--- src/hw/rtl/esd_pkg.sv ---
// Shared types, character codes and the hex digit helper for the escape decoder.
`timescale 1ns / 1ps
`default_nettype none
package esd_pkg;

	// Decoder phase
	typedef enum logic [1:0] {
		PH_IDLE  = 2'd0,
		PH_ESC   = 2'd1,
		PH_HEX   = 2'd2,
		PH_AFTER = 2'd3
	} phase_t;

	// Result kind
	typedef enum logic [1:0] {
		KIND_CHAR = 2'd0,
		KIND_OK   = 2'd1,
		KIND_ERR  = 2'd2
	} kind_t;

	localparam int unsigned CH_W = 21;
	localparam int unsigned CP_W = 32;

	// Input characters of interest
	localparam logic [CH_W-1:0] CH_BSLASH = 21'h00005C;
	localparam logic [CH_W-1:0] CH_QUOTE  = 21'h000022;
	localparam logic [CH_W-1:0] CH_APOS   = 21'h000027;
	localparam logic [CH_W-1:0] CH_UP_U   = 21'h000055;
	localparam logic [CH_W-1:0] CH_LO_U   = 21'h000075;
	localparam logic [CH_W-1:0] CH_LO_X   = 21'h000078;
	localparam logic [CH_W-1:0] CH_LO_N   = 21'h00006E;
	localparam logic [CH_W-1:0] CH_LO_R   = 21'h000072;
	localparam logic [CH_W-1:0] CH_LO_T   = 21'h000074;
	localparam logic [CH_W-1:0] CH_DIG_0  = 21'h000030;
	localparam logic [CH_W-1:0] CH_DIG_9  = 21'h000039;
	localparam logic [CH_W-1:0] CH_UP_A   = 21'h000041;
	localparam logic [CH_W-1:0] CH_UP_F   = 21'h000046;

	// Decoded values of the simple escapes
	localparam logic [CP_W-1:0] CP_LF     = 32'd10;
	localparam logic [CP_W-1:0] CP_CR     = 32'd13;
	localparam logic [CP_W-1:0] CP_TAB    = 32'd9;
	localparam logic [CP_W-1:0] CP_QUOTE  = 32'h22;
	localparam logic [CP_W-1:0] CP_APOS   = 32'h27;
	localparam logic [CP_W-1:0] CP_BSLASH = 32'h5C;

	// Digit counts of the hex escapes
	localparam logic [3:0] DIGITS_U8 = 4'd8;
	localparam logic [3:0] DIGITS_U4 = 4'd4;
	localparam logic [3:0] DIGITS_X2 = 4'd2;

	// Architectural state of the decoder
	typedef struct packed {
		phase_t            phase;
		logic [3:0]        digits_left;
		logic [CP_W-1:0]   acc;
	} esd_state_t;

	// One result of a step
	typedef struct packed {
		logic              valid;
		kind_t             kind;
		logic [CP_W-1:0]   code_point;
		logic              last;
	} esd_result_t;

	// Hex digit value; bit 4 set marks a character that is no accepted digit
	function automatic logic [4:0] hex_value(input logic [CH_W-1:0] c);
		logic [CH_W-1:0] diff;
		begin
			diff = '0;
			if (c >= CH_DIG_0 && c <= CH_DIG_9) begin
				diff = c - CH_DIG_0;
				hex_value = {1'b0, diff[3:0]};
			end else if (c >= CH_UP_A && c <= CH_UP_F) begin
				diff = c - CH_UP_A + 21'd10;
				hex_value = {1'b0, diff[3:0]};
			end else begin
				hex_value = 5'h10;
			end
		end
	endfunction

endpackage
`default_nettype wire

--- src/hw/rtl/esd_step.sv ---
// Next-state and result logic of the escape decoder for one word.
`timescale 1ns / 1ps
`default_nettype none
module esd_step
	import esd_pkg::*;
(
	input  var esd_state_t       cur,
	input  wire  [CH_W-1:0]      ch,
	input  wire                  at_end,
	output esd_state_t           nxt,
	output esd_result_t          res
);

	logic [4:0] hex_d;
	logic       is_bslash;
	logic       hex_bad;

	// Classify the incoming character
	always_comb begin
		hex_d     = at_end ? 5'h10 : hex_value(ch);
		is_bslash = !at_end && (ch == CH_BSLASH);
		hex_bad   = hex_d[4] || (cur.digits_left == 4'd0);
	end

	// Next state
	always_comb begin
		nxt = cur;
		unique case (cur.phase)
			PH_IDLE: begin
				if (is_bslash) nxt.phase = PH_ESC;
			end
			PH_ESC: begin
				if (at_end) begin
					nxt = '{PH_IDLE, 4'd0, '0};
				end else if (ch == CH_UP_U) begin
					nxt = '{PH_HEX, DIGITS_U8, '0};
				end else if (ch == CH_LO_U) begin
					nxt = '{PH_HEX, DIGITS_U4, '0};
				end else if (ch == CH_LO_X) begin
					nxt = '{PH_HEX, DIGITS_X2, '0};
				end else if (ch == CH_LO_N || ch == CH_LO_R || ch == CH_LO_T ||
				             ch == CH_APOS || ch == CH_QUOTE || ch == CH_BSLASH) begin
					nxt.phase = PH_AFTER;
				end else begin
					nxt = '{PH_IDLE, 4'd0, '0};
				end
			end
			PH_HEX: begin
				if (hex_bad) begin
					nxt = '{PH_IDLE, 4'd0, '0};
				end else if (cur.digits_left == 4'd1) begin
					nxt = '{PH_AFTER, 4'd0, '0};
				end else begin
					nxt.digits_left = cur.digits_left - 4'd1;
					nxt.acc         = {cur.acc[CP_W-5:0], hex_d[3:0]};
				end
			end
			PH_AFTER: begin
				if (is_bslash) nxt.phase = PH_ESC;
				else           nxt = '{PH_IDLE, 4'd0, '0};
			end
			default: nxt = '{PH_IDLE, 4'd0, '0};
		endcase
	end

	// Result
	always_comb begin
		res = '{1'b0, KIND_CHAR, '0, 1'b0};
		unique case (cur.phase)
			PH_IDLE: begin
				res.valid = 1'b0;
			end
			PH_ESC: begin
				res.valid = 1'b1;
				if (at_end) begin
					res.kind = KIND_ERR;
					res.last = 1'b1;
				end else if (ch == CH_UP_U || ch == CH_LO_U || ch == CH_LO_X) begin
					res.valid = 1'b0;
				end else if (ch == CH_LO_N) begin
					res.code_point = CP_LF;
				end else if (ch == CH_LO_R) begin
					res.code_point = CP_CR;
				end else if (ch == CH_LO_T) begin
					res.code_point = CP_TAB;
				end else if (ch == CH_APOS) begin
					res.code_point = CP_APOS;
				end else if (ch == CH_QUOTE) begin
					res.code_point = CP_QUOTE;
				end else if (ch == CH_BSLASH) begin
					res.code_point = CP_BSLASH;
				end else begin
					res.kind = KIND_ERR;
					res.last = 1'b1;
				end
			end
			PH_HEX: begin
				if (hex_bad) begin
					res.valid = 1'b1;
					res.kind  = KIND_ERR;
					res.last  = 1'b1;
				end else if (cur.digits_left == 4'd1) begin
					res.valid      = 1'b1;
					res.code_point = {cur.acc[CP_W-5:0], hex_d[3:0]};
				end
			end
			PH_AFTER: begin
				if (!is_bslash) begin
					res.valid = 1'b1;
					res.kind  = KIND_OK;
					res.last  = 1'b1;
				end
			end
			default: res.valid = 1'b0;
		endcase
	end

endmodule
`default_nettype wire

--- src/hw/rtl/escape_sequence_decoder.sv ---
// Top level of the backslash escape decoder: input stage, state and result register.
//
// Input stream s_axis: one code point per word; tdata carries ch, tuser flags end
// of input (ch is then ignored). Output stream m_axis: tdata the decoded code point
// (zero unless the kind is a character), tuser the kind (character, run ended,
// run ended with error), tlast marks the result that ends a run.
// A word gives at most one result; words that give none only move the state.
// Timing: an accepted word is held in the input register, passes through the step
// logic and loads the result register, which drives m_axis_tvalid. Throughput: one
// word per cycle while the receiver takes results, set by the single pass through the
// step logic between the input register and the result register.
// Reset clears both valid flags and returns the decoder to idle, waiting for a
// backslash. When the receiver stalls, the result register holds its word, the
// input register keeps the next word, and s_axis_tready falls once both are full;
// taking a result lets a new word in during the same cycle.
`timescale 1ns / 1ps
`default_nettype none
module escape_sequence_decoder
	import esd_pkg::*;
(
	input  wire         clk,
	input  wire         arst_n,
	input  wire         s_axis_tvalid,
	output logic        s_axis_tready,
	input  wire  [23:0] s_axis_tdata,   // [20:0] ch, [23:21] zero
	input  wire         s_axis_tuser,   // [0] at_end
	output logic        m_axis_tvalid,
	input  wire         m_axis_tready,
	output logic [31:0] m_axis_tdata,   // [31:0] code_point
	output logic [1:0]  m_axis_tuser,   // [1:0] kind
	output logic        m_axis_tlast    // last
);

	logic            valid_s1;
	logic [CH_W-1:0] ch_s1;
	logic            at_end_s1;
	esd_state_t      state_q;
	esd_state_t      state_nxt;
	esd_result_t     res;
	logic            out_valid_q;
	kind_t           out_kind_q;
	logic [CP_W-1:0] out_cp_q;
	logic            out_last_q;
	logic            advance;

	// Stage 1 moves on when the result slot is free or being emptied
	assign advance       = valid_s1 && (!out_valid_q || m_axis_tready);
	assign s_axis_tready = !valid_s1 || advance;

	// Hold the accepted word
	always_ff @(posedge clk or negedge arst_n) begin
		if (!arst_n) begin
			valid_s1 <= 1'b0;
		end else if (s_axis_tready) begin
			valid_s1 <= s_axis_tvalid;
		end
	end

	always_ff @(posedge clk) begin
		if (s_axis_tready && s_axis_tvalid) begin
			ch_s1     <= s_axis_tdata[CH_W-1:0];
			at_end_s1 <= s_axis_tuser;
		end
	end

	esd_step u_step (
		.cur    (state_q),
		.ch     (ch_s1),
		.at_end (at_end_s1),
		.nxt    (state_nxt),
		.res    (res)
	);

	// Advance the decoder state
	always_ff @(posedge clk or negedge arst_n) begin
		if (!arst_n) begin
			state_q <= '{PH_IDLE, 4'd0, '0};
		end else if (advance) begin
			state_q <= state_nxt;
		end
	end

	// Result register
	always_ff @(posedge clk or negedge arst_n) begin
		if (!arst_n) begin
			out_valid_q <= 1'b0;
		end else if (advance && res.valid) begin
			out_valid_q <= 1'b1;
		end else if (m_axis_tready) begin
			out_valid_q <= 1'b0;
		end
	end

	always_ff @(posedge clk) begin
		if (advance && res.valid) begin
			out_kind_q <= res.kind;
			out_cp_q   <= res.code_point;
			out_last_q <= res.last;
		end
	end

	assign m_axis_tvalid = out_valid_q;
	assign m_axis_tdata  = out_cp_q;
	assign m_axis_tuser  = out_kind_q;
	assign m_axis_tlast  = out_last_q;

	// Checks on the decoder's own state and results
	a_hex_has_digits: assert property (@(posedge clk) disable iff (!arst_n)
		state_q.phase == PH_HEX |-> state_q.digits_left != 4'd0)
		else $error("hex phase with no digits left");

	a_idle_clean: assert property (@(posedge clk) disable iff (!arst_n)
		state_q.phase == PH_IDLE |-> (state_q.digits_left == 4'd0 && state_q.acc == '0))
		else $error("idle phase with stale digit state");

	a_last_matches_kind: assert property (@(posedge clk) disable iff (!arst_n)
		m_axis_tvalid |-> (m_axis_tlast == (m_axis_tuser != KIND_CHAR)))
		else $error("tlast disagrees with result kind");

	a_end_no_data: assert property (@(posedge clk) disable iff (!arst_n)
		(m_axis_tvalid && m_axis_tuser != KIND_CHAR) |-> m_axis_tdata == '0)
		else $error("run end carries a code point");

	a_no_advance_when_blocked: assert property (@(posedge clk) disable iff (!arst_n)
		(out_valid_q && !m_axis_tready && valid_s1) |=> $stable(state_q))
		else $error("state moved while result slot was blocked");

endmodule
`default_nettype wire
--- config.mk ---
export PLATFORM = sky130hd
export DESIGN_NAME = escape_sequence_decoder
export DESIGN_NICKNAME = d
export VERILOG_FILES = /design/src/hw/rtl/esd_pkg.sv /design/src/hw/rtl/esd_step.sv /design/src/hw/rtl/escape_sequence_decoder.sv
export SDC_FILE = /design/constraint.sdc
export NUM_CORES = 1
export LEC_CHECK = 0
export BUFFER_PORTS_ARGS = -buffer_cell sky130_fd_sc_hd__buf_2
export CAP_MARGIN = 5
export CORE_MARGIN = 1.5
export CORE_UTILIZATION = 35
export CTS_BUF_LIST = sky130_fd_sc_hd__clkbuf_4 sky130_fd_sc_hd__clkbuf_8 sky130_fd_sc_hd__clkbuf_16
export DETAILED_ROUTE_END_ITERATION = 12
export GPL_TIMING_DRIVEN = 0
export HOLD_SLACK_MARGIN = 0.1
export PLACE_DENSITY_LB_ADDON = 0.3
export SETUP_SLACK_MARGIN = 0.05
export SLEW_MARGIN = 15
export SYNTH_ARGS = -nofsm -noshare
export SYNTH_HDL_FRONTEND = slang
export SYNTH_SLANG_ARGS = --single-unit
--- constraint.sdc ---
create_clock -name clk -period 5.7 [get_ports clk]
set_clock_uncertainty 0.05 [all_clocks]
set_input_delay 0.285 -clock clk [delete_from_list [all_inputs] [get_ports clk]]
set_output_delay 0.285 -clock clk [all_outputs]
set_load 0.05 [all_outputs]
==> After elaboration in Yosys (flattened, before gate mapping) <==
Cells that the tools add are included.
{ "classes": {"add_sub_neg": 4, "magnitude_cmp": 4, "n_eq_ne": 17, "n_mux": 55, "n_reduce_logical": 25} }
{ "ops": {"columns": ["op", "n"], "rows": [
  ["2-to-1 mux 32 bit", 8],
  ["2-to-1 mux 38 bit", 5],
  ["== test 21 x 7 -> 1 bit, second input constant", 7],
  ["2-to-1 mux 36 bit", 3],
  ["one-hot mux 36 bit (3 select lines)", 1],
  ["one-hot mux 32 bit (2 select lines)", 1],
  ["== test 21 x 6 -> 1 bit, second input constant", 2],
  ["2-to-1 mux 35 bit", 1],
  ["2-to-1 mux 2 bit", 11],
  [">= comparator 21 x 6 -> 1 bit, second input constant", 1],
  [">= comparator 21 x 7 -> 1 bit, second input constant", 1],
  ["<= comparator 21 x 6 -> 1 bit, second input constant", 1],
  ["<= comparator 21 x 7 -> 1 bit, second input constant", 1],
  ["2-to-1 mux 1 bit", 16],
  ["2-to-1 mux 5 bit", 3],
  ["subtractor 4 x 1 -> 4 bit, second input constant", 3],
  ["logical OR 1 bit", 10],
  ["one-hot mux 2 bit (4 select lines)", 1],
  ["2-to-1 mux 7 bit", 1],
  ["logical AND 1 bit", 6],
  ["inequality test 6 x 3 -> 1 bit, second input constant", 1],
  ["one-hot mux 2 bit (3 select lines)", 1],
  ["adder 4 bit, second input constant", 1],
  ["== test 2 bit, second input constant", 2],
  ["other kinds (15)", 17]
]} }
{ "totals": {"register_bits": 93} }

==> Logic depth before layout (Yosys ltp) <==
{ "depth": {"depth_word": 12, "mapped_depth": 10} }

==> Cells and area by module <==
Synthesis repeated with hierarchy kept, for this count alone.
{ "unflattened": {"cells_unflattened": 393, "area_unflattened_um2": 5032.3} }
{ "by_module_without_submodules": {"columns": ["mod", "instances", "cells_per_inst", "area_per_inst_um2", "seq_area_each_um2"], "rows": [
  ["escape_sequence_decoder", 1, 148, 3309.4, 2712.6],
  ["esd_step", 1, 245, 1722.9, 0.0]
]} }

==> Worst setup path after synthesis <==
No wires, ideal clock.
{ "synth_path": {"path_kind": "reg2reg", "from": "reg ch_s1[0]", "to": "reg out_cp_q[0], in the netlist m_axis_tdata[0], enable pin", "setup_time_ps": 396, "arrival_time_ps": 2469, "setup_slack_ps": 2786, "path_stages_with_launch": 7, "path_buffers": 0, "period_less_slack_ps": 2914, "cell_sequence": "edfxtp_1 ha_1 o311a_1 o21ai_0 o21ai_0 a31oi_1 and2_1"} }
{ "synth_between": {"elab_chain_len": 9} }
{ "synth_lines": {"columns": ["element", "line_no", "rtl"], "rows": [
  ["start: declaration", "escape_sequence_decoder.sv:35", "logic [CH_W-1:0] ch_s1;"],
  ["start signal: assignment", "escape_sequence_decoder.sv:61", "ch_s1 <= s_axis_tdata[CH_W-1:0];"],
  [">= comparator 21 x 7 -> 1 bit or <= comparator 21 x 7 -> 1 bit (tied branches)", "esd_pkg.sv:75", "end else if (c >= CH_UP_A && c <= CH_UP_F) begin"],
  ["logical AND 1 bit", "esd_pkg.sv:75", null],
  ["2-to-1 mux 5 bit", "esd_pkg.sv:75", null],
  ["2-to-1 mux 5 bit", "esd_pkg.sv:72", "if (c >= CH_DIG_0 && c <= CH_DIG_9) begin"],
  ["2-to-1 mux 5 bit", "esd_step.sv:20", "hex_d = at_end ? 5'h10 : hex_value(ch);"],
  ["logical OR 1 bit", "esd_step.sv:22", "hex_bad = hex_d[4] || (cur.digits_left == 4'd0);"],
  ["2-to-1 mux 1 bit", "esd_step.sv:98", "if (hex_bad) begin"],
  ["one-hot mux 1 bit (4 select lines) *", "esd_step.sv:69", "unique case (cur.phase)"],
  ["logical AND 1 bit *", "escape_sequence_decoder.sv:95", "if (advance && res.valid) begin"],
  ["end signal: assignment", "escape_sequence_decoder.sv:97", "out_cp_q <= res.code_point;"],
  ["end: declaration", "escape_sequence_decoder.sv:42", "logic [CP_W-1:0] out_cp_q;"]
]} }
Mark *: on every way between the ends. The rest lies on a longest branch, timed or not.
A chain may end at the register's enable or synchronous reset.

==> Worst setup path in the final report <==
{ "layout_path": {"from": "reg ch_s1[0]", "to": "reg state_q[9] (netlist name)"} }
{ "layout_between": {"elab_chain_len": 8} }
{ "layout_lines": {"columns": ["element", "line_no", "rtl"], "rows": [
  [">= comparator 21 x 7 -> 1 bit, or another cell as far along", "esd_pkg.sv:75", null],
  ["logical AND 1 bit or logical OR 1 bit (tied branches)", "esd_pkg.sv:75, esd_step.sv:41", null],
  ["2-to-1 mux 5 bit or logical OR 1 bit (tied branches)", "esd_pkg.sv:75, esd_step.sv:41", null],
  ["2-to-1 mux 5 bit or logical OR 1 bit (tied branches)", "esd_pkg.sv:72, esd_step.sv:41", null],
  ["2-to-1 mux 5 bit or logical OR 1 bit (tied branches)", "esd_step.sv:20, esd_step.sv:42", null],
  ["logical OR 1 bit (on tied branches)", "esd_step.sv:22, esd_step.sv:42", null],
  ["2-to-1 mux 38 bit or inequality test 6 x 3 -> 1 bit (tied branches)", null, null],
  ["one-hot mux 36 bit (3 select lines) or AND reduction 4 bit (tied branches)", null, null],
  ["end signal: assignment", "escape_sequence_decoder.sv:77", "state_q <= '{PH_IDLE, 4'd0, '0};"],
  ["end signal: assignment", "escape_sequence_decoder.sv:79", "state_q <= state_nxt;"],
  ["end: declaration", "escape_sequence_decoder.sv:37", "esd_state_t state_q;"]
]} }
Several ways; a longest one is shown, not always the timed one.

==> impl_metrics.yaml <==
clock_tree:
  clk_pin_slew_ns: 0.07
  cts_tree: "built"
  clock_sinks: 93
  clk_latency_ns: 0.34
  ctsHtreeMaxLevel: 3
  root_buffer: "clkbuf_16"
  cts_buffers: 9
  clk_path_buf_depth: 2
critical_path:
  cp-startpoint: "ch_s1[0]$_DFFE_PP_"
  crit_chain: "inv_1 -> ha_1 -> nand4b_1 -> a21o_1 -> o21ai_0 -> o21bai_1 -> and2_4 -> buf_6 -> clkbuf_1 -> o21ai_0"
  cp.arrival_ns: 3.16
  worstSetupEndpoint: "state_q[9]$_DFFE_PN0P_"
  slowest_delay_ns: 0.50
  crit_path_frequent_cell: "o21ai_0"
  slowest_stage: "edfxtp_1"
  rrSetupSlack_ns: 2.69
  critical_path_class: "flip-flop to flip-flop"
  r2r_cells: 10
  r2r-end: "state_q[9]$_DFFE_PN0P_"
  r2r-start: "ch_s1[0]$_DFFE_PP_"
  crit_path_start_kind: "flip-flop"
  critPathMaxFanout: 10
  critical_path_required_ns: 5.85
  cp-end-kind: "flip-flop"
timing:
  hold_violations: 0
  finalSetupViolCount: 0
  tightestPinTransition_ns: 0.904
  fin_crit_sh: 0.528
  fmax_mhz: 332
  rsz0062_at_grt: "no"
  final_max_slew_viol_count: 0
  final.setup.tns_ns: 0
  fin_crit_ns: 3.01
  fin_ws_ns: 2.69
  whs_ns: 0.208
  slew_headroom: 0.397
cells_and_area:
  final_util: 0.449
  diodes: 0
  final-seq-area_um2: 2610
  multi_input_area_um2: 1520
  design_area_um2: 5420
  finalNetCount: 494
  fin_cells: 628
  nFillCells: 1128
  drive_gt1_frac: 0.254
  area_delta_synth_final_pct: 24.9
drt:
  via_count: 3058
  wire_per_inst_um: 14.8
  postRouteAntennaNets: 0
  drc: 0
  wl_mm: 9.29
  vias_per_cell: 4.87
  first_iter_violations: 174
  dr.pass1.iters: 4
placed_design:
  place_congestion: 0.901
  dp_slack_ns: 2.68
  port_buffers: 62
  hpwlAfterDp_mm: 6.36
  dp_cells: 588
  dpl_cell_area_um2: 4880
yosys:
  synth_most_common_cell: "edfxtp_1"
  synth_top_family_by_area: "simple AND/OR/NAND/NOR gates"
  postSynthNetCount: 396
  yosys_register_bits: 93
  synth_edf_count: 57
  muxShareOfSynthArea: 0.0421
  synth_xor_area_frac: 0.00606
  synth-compound-area-share: 0.105
  netlist_area_um2: 4340
  synth-main-ff-cell: "edfxtp_1"
  synth_top_area_frac: 0.394
  yosysWarnings: 0
  async_reset_ff_frac: 0.387
  yosys.area.top_type: "edfxtp_1"
  avgSynthCellArea_um2: 12.2
  synth.distinct_cells: 62
  ys_seq_area_frac: 0.602
  synth_cells: 357
  ys_top_cells_by_count: "57 x edfxtp_1, 37 x nor2_1, 36 x dfrtp_1"
  synth-simple-area-share: 0.169
  synth_area_leaders: "edfxtp_1 39%, dfrtp_1 21%, mux2_4 3.5%"
  yosys.area_share.adder: 0.0288
power:
  vdd_ir_drop_max_uv: 144
  total_leakage_power_nw: 2.18
  powerDensity_nw_per_um2: 368
  total_power_mw: 1.99
die:
  rows: 40
  die_w_um: 114
  io_pins: 66
  die_area_um2: 13100
  initial_core_util: 0.360
  die_y_um: 114
  core_area_um2: 12100
global_route:
  grt_first_pass_wirelength_mm: 15.2
  antenna_found_initial: 0
  grt_max_degree: 37
  grt_pass1_vias: 3078
  gr-total-overflow: 0
  grt_use_total: 0.152
run_status:
  status: "completed"
run:
  drv_cap: 0
hold_path:
  hold_path.class: "primary input to flip-flop"
## repair_timing
action | 4_1_cts | 5_1_grt
endpoints found under the setup margin | 0 | 0
hold buffers | 24 | 0
hold endpoints to repair | 59 | 0
gates resized for setup | 0 | 0
setup buffers | 0 | 0
## where the power goes
part           internal, mW  leakage (nW)  switching (mW)
sequential            0.817          1.04          0.0277
combinational         0.139         0.988           0.405
clock                 0.352         0.151           0.255
total                  1.31          2.18           0.687
## final cells by class
cell class / instances / area share
Clock buffer: 11 / 0.0443
Multi-Input combinational cell: 218 / 0.281
Clock inverter: 5 / 0.0108
Buffer: 17 / 0.0180
Inverter: 29 / 0.0201
Tap cell: 168 / 0.0388
Timing Repair Buffer: 87 / 0.105
Sequential cell: 93 / 0.482
## critical path, delay by kind of cell, from the launching register on
| family | cells | cell delay (ns) |
|---|---|---|
| AND/OR/NAND/NOR | 2 | 0.36 |
| adder cells (fa/ha/maj) | 1 | 0.27 |
| flip-flops | 1 | 0.50 |
| AO/OA/AOI/OAI | 4 | 1.10 |
| buffers and inverters | 3 | 0.60 |
## cells by family after synthesis
kind of cell,count (synthesis)
simple gates,124
flops,93
compound gates,68
buf+inv,46
mux,13
fa+ha+maj,10
xor+xnor,3
## metal layers
| layer | global-route usage | wire length (µm) | up-vias | share of wire |
|---|---|---|---|---|
| met5 | 0 | 0 | - | 0 |
| met4 | 0.0567 | 190 | 0 | 0.020 |
| met2 | 0.253 | 4460 | 73 | 0.48 |
| li1 | - | - | 1503 | - |
| met3 | 0.0334 | 292 | 17 | 0.031 |
| met1 | 0.195 | 4340 | 1465 | 0.47 |
## flip-flops by register name, indices dropped and copies added (netlist names)
name           cells
ch_s1             21
state_q           34
m_axis_tdata      32
m_axis_tvalid      1
m_axis_tuser       2
valid_s1           1
at_end_s1          1
m_axis_tlast       1
## cells in the final DEF (no fill, tap or decap), drive strengths merged, types with 3 or more instances in the layout
cell | netlist | final
nor2b | 5 | 5
nand4 | 19 | 19
o21ai | 29 | 29
or3 | 4 | 4
edfxtp | 57 | 57
nor2 | 38 | 38
o31ai | 4 | 4
and2 | 6 | 6
ha | 10 | 10
mux2 | 12 | 12
nor3b | 3 | 3
nand2b | 3 | 3
a21oi | 6 | 6
dfrtp | 36 | 36
nand3b | 4 | 4
clkbuf | 7 | 18
o2bb2ai | 3 | 3
and3 | 11 | 11
nor3 | 5 | 5
buf | 10 | 73
a211oi | 3 | 3
inv | 29 | 31
dlygate4sd3 | 0 | 24
a21o | 3 | 3
nand2 | 14 | 14
o22ai | 4 | 4
## worst min-delay path by stage
stage,from,endpoint,depth (start not counted)
2_1_floorplan,arst_n,m_axis_tvalid$_DFFE_PN0P_,0
3_3_place_gp,arst_n,state_q[20]$_DFFE_PN0P_,1
3_5_place_dp,arst_n,state_q[16]$_DFFE_PN0P_,1
4_1_cts,m_axis_tready,m_axis_tvalid$_DFFE_PN0P_,3
5_1_grt,m_axis_tready,m_axis_tvalid$_DFFE_PN0P_,3
6_report,m_axis_tready,m_axis_tvalid$_DFFE_PN0P_,3
Power figures use the tool's default switching activity.
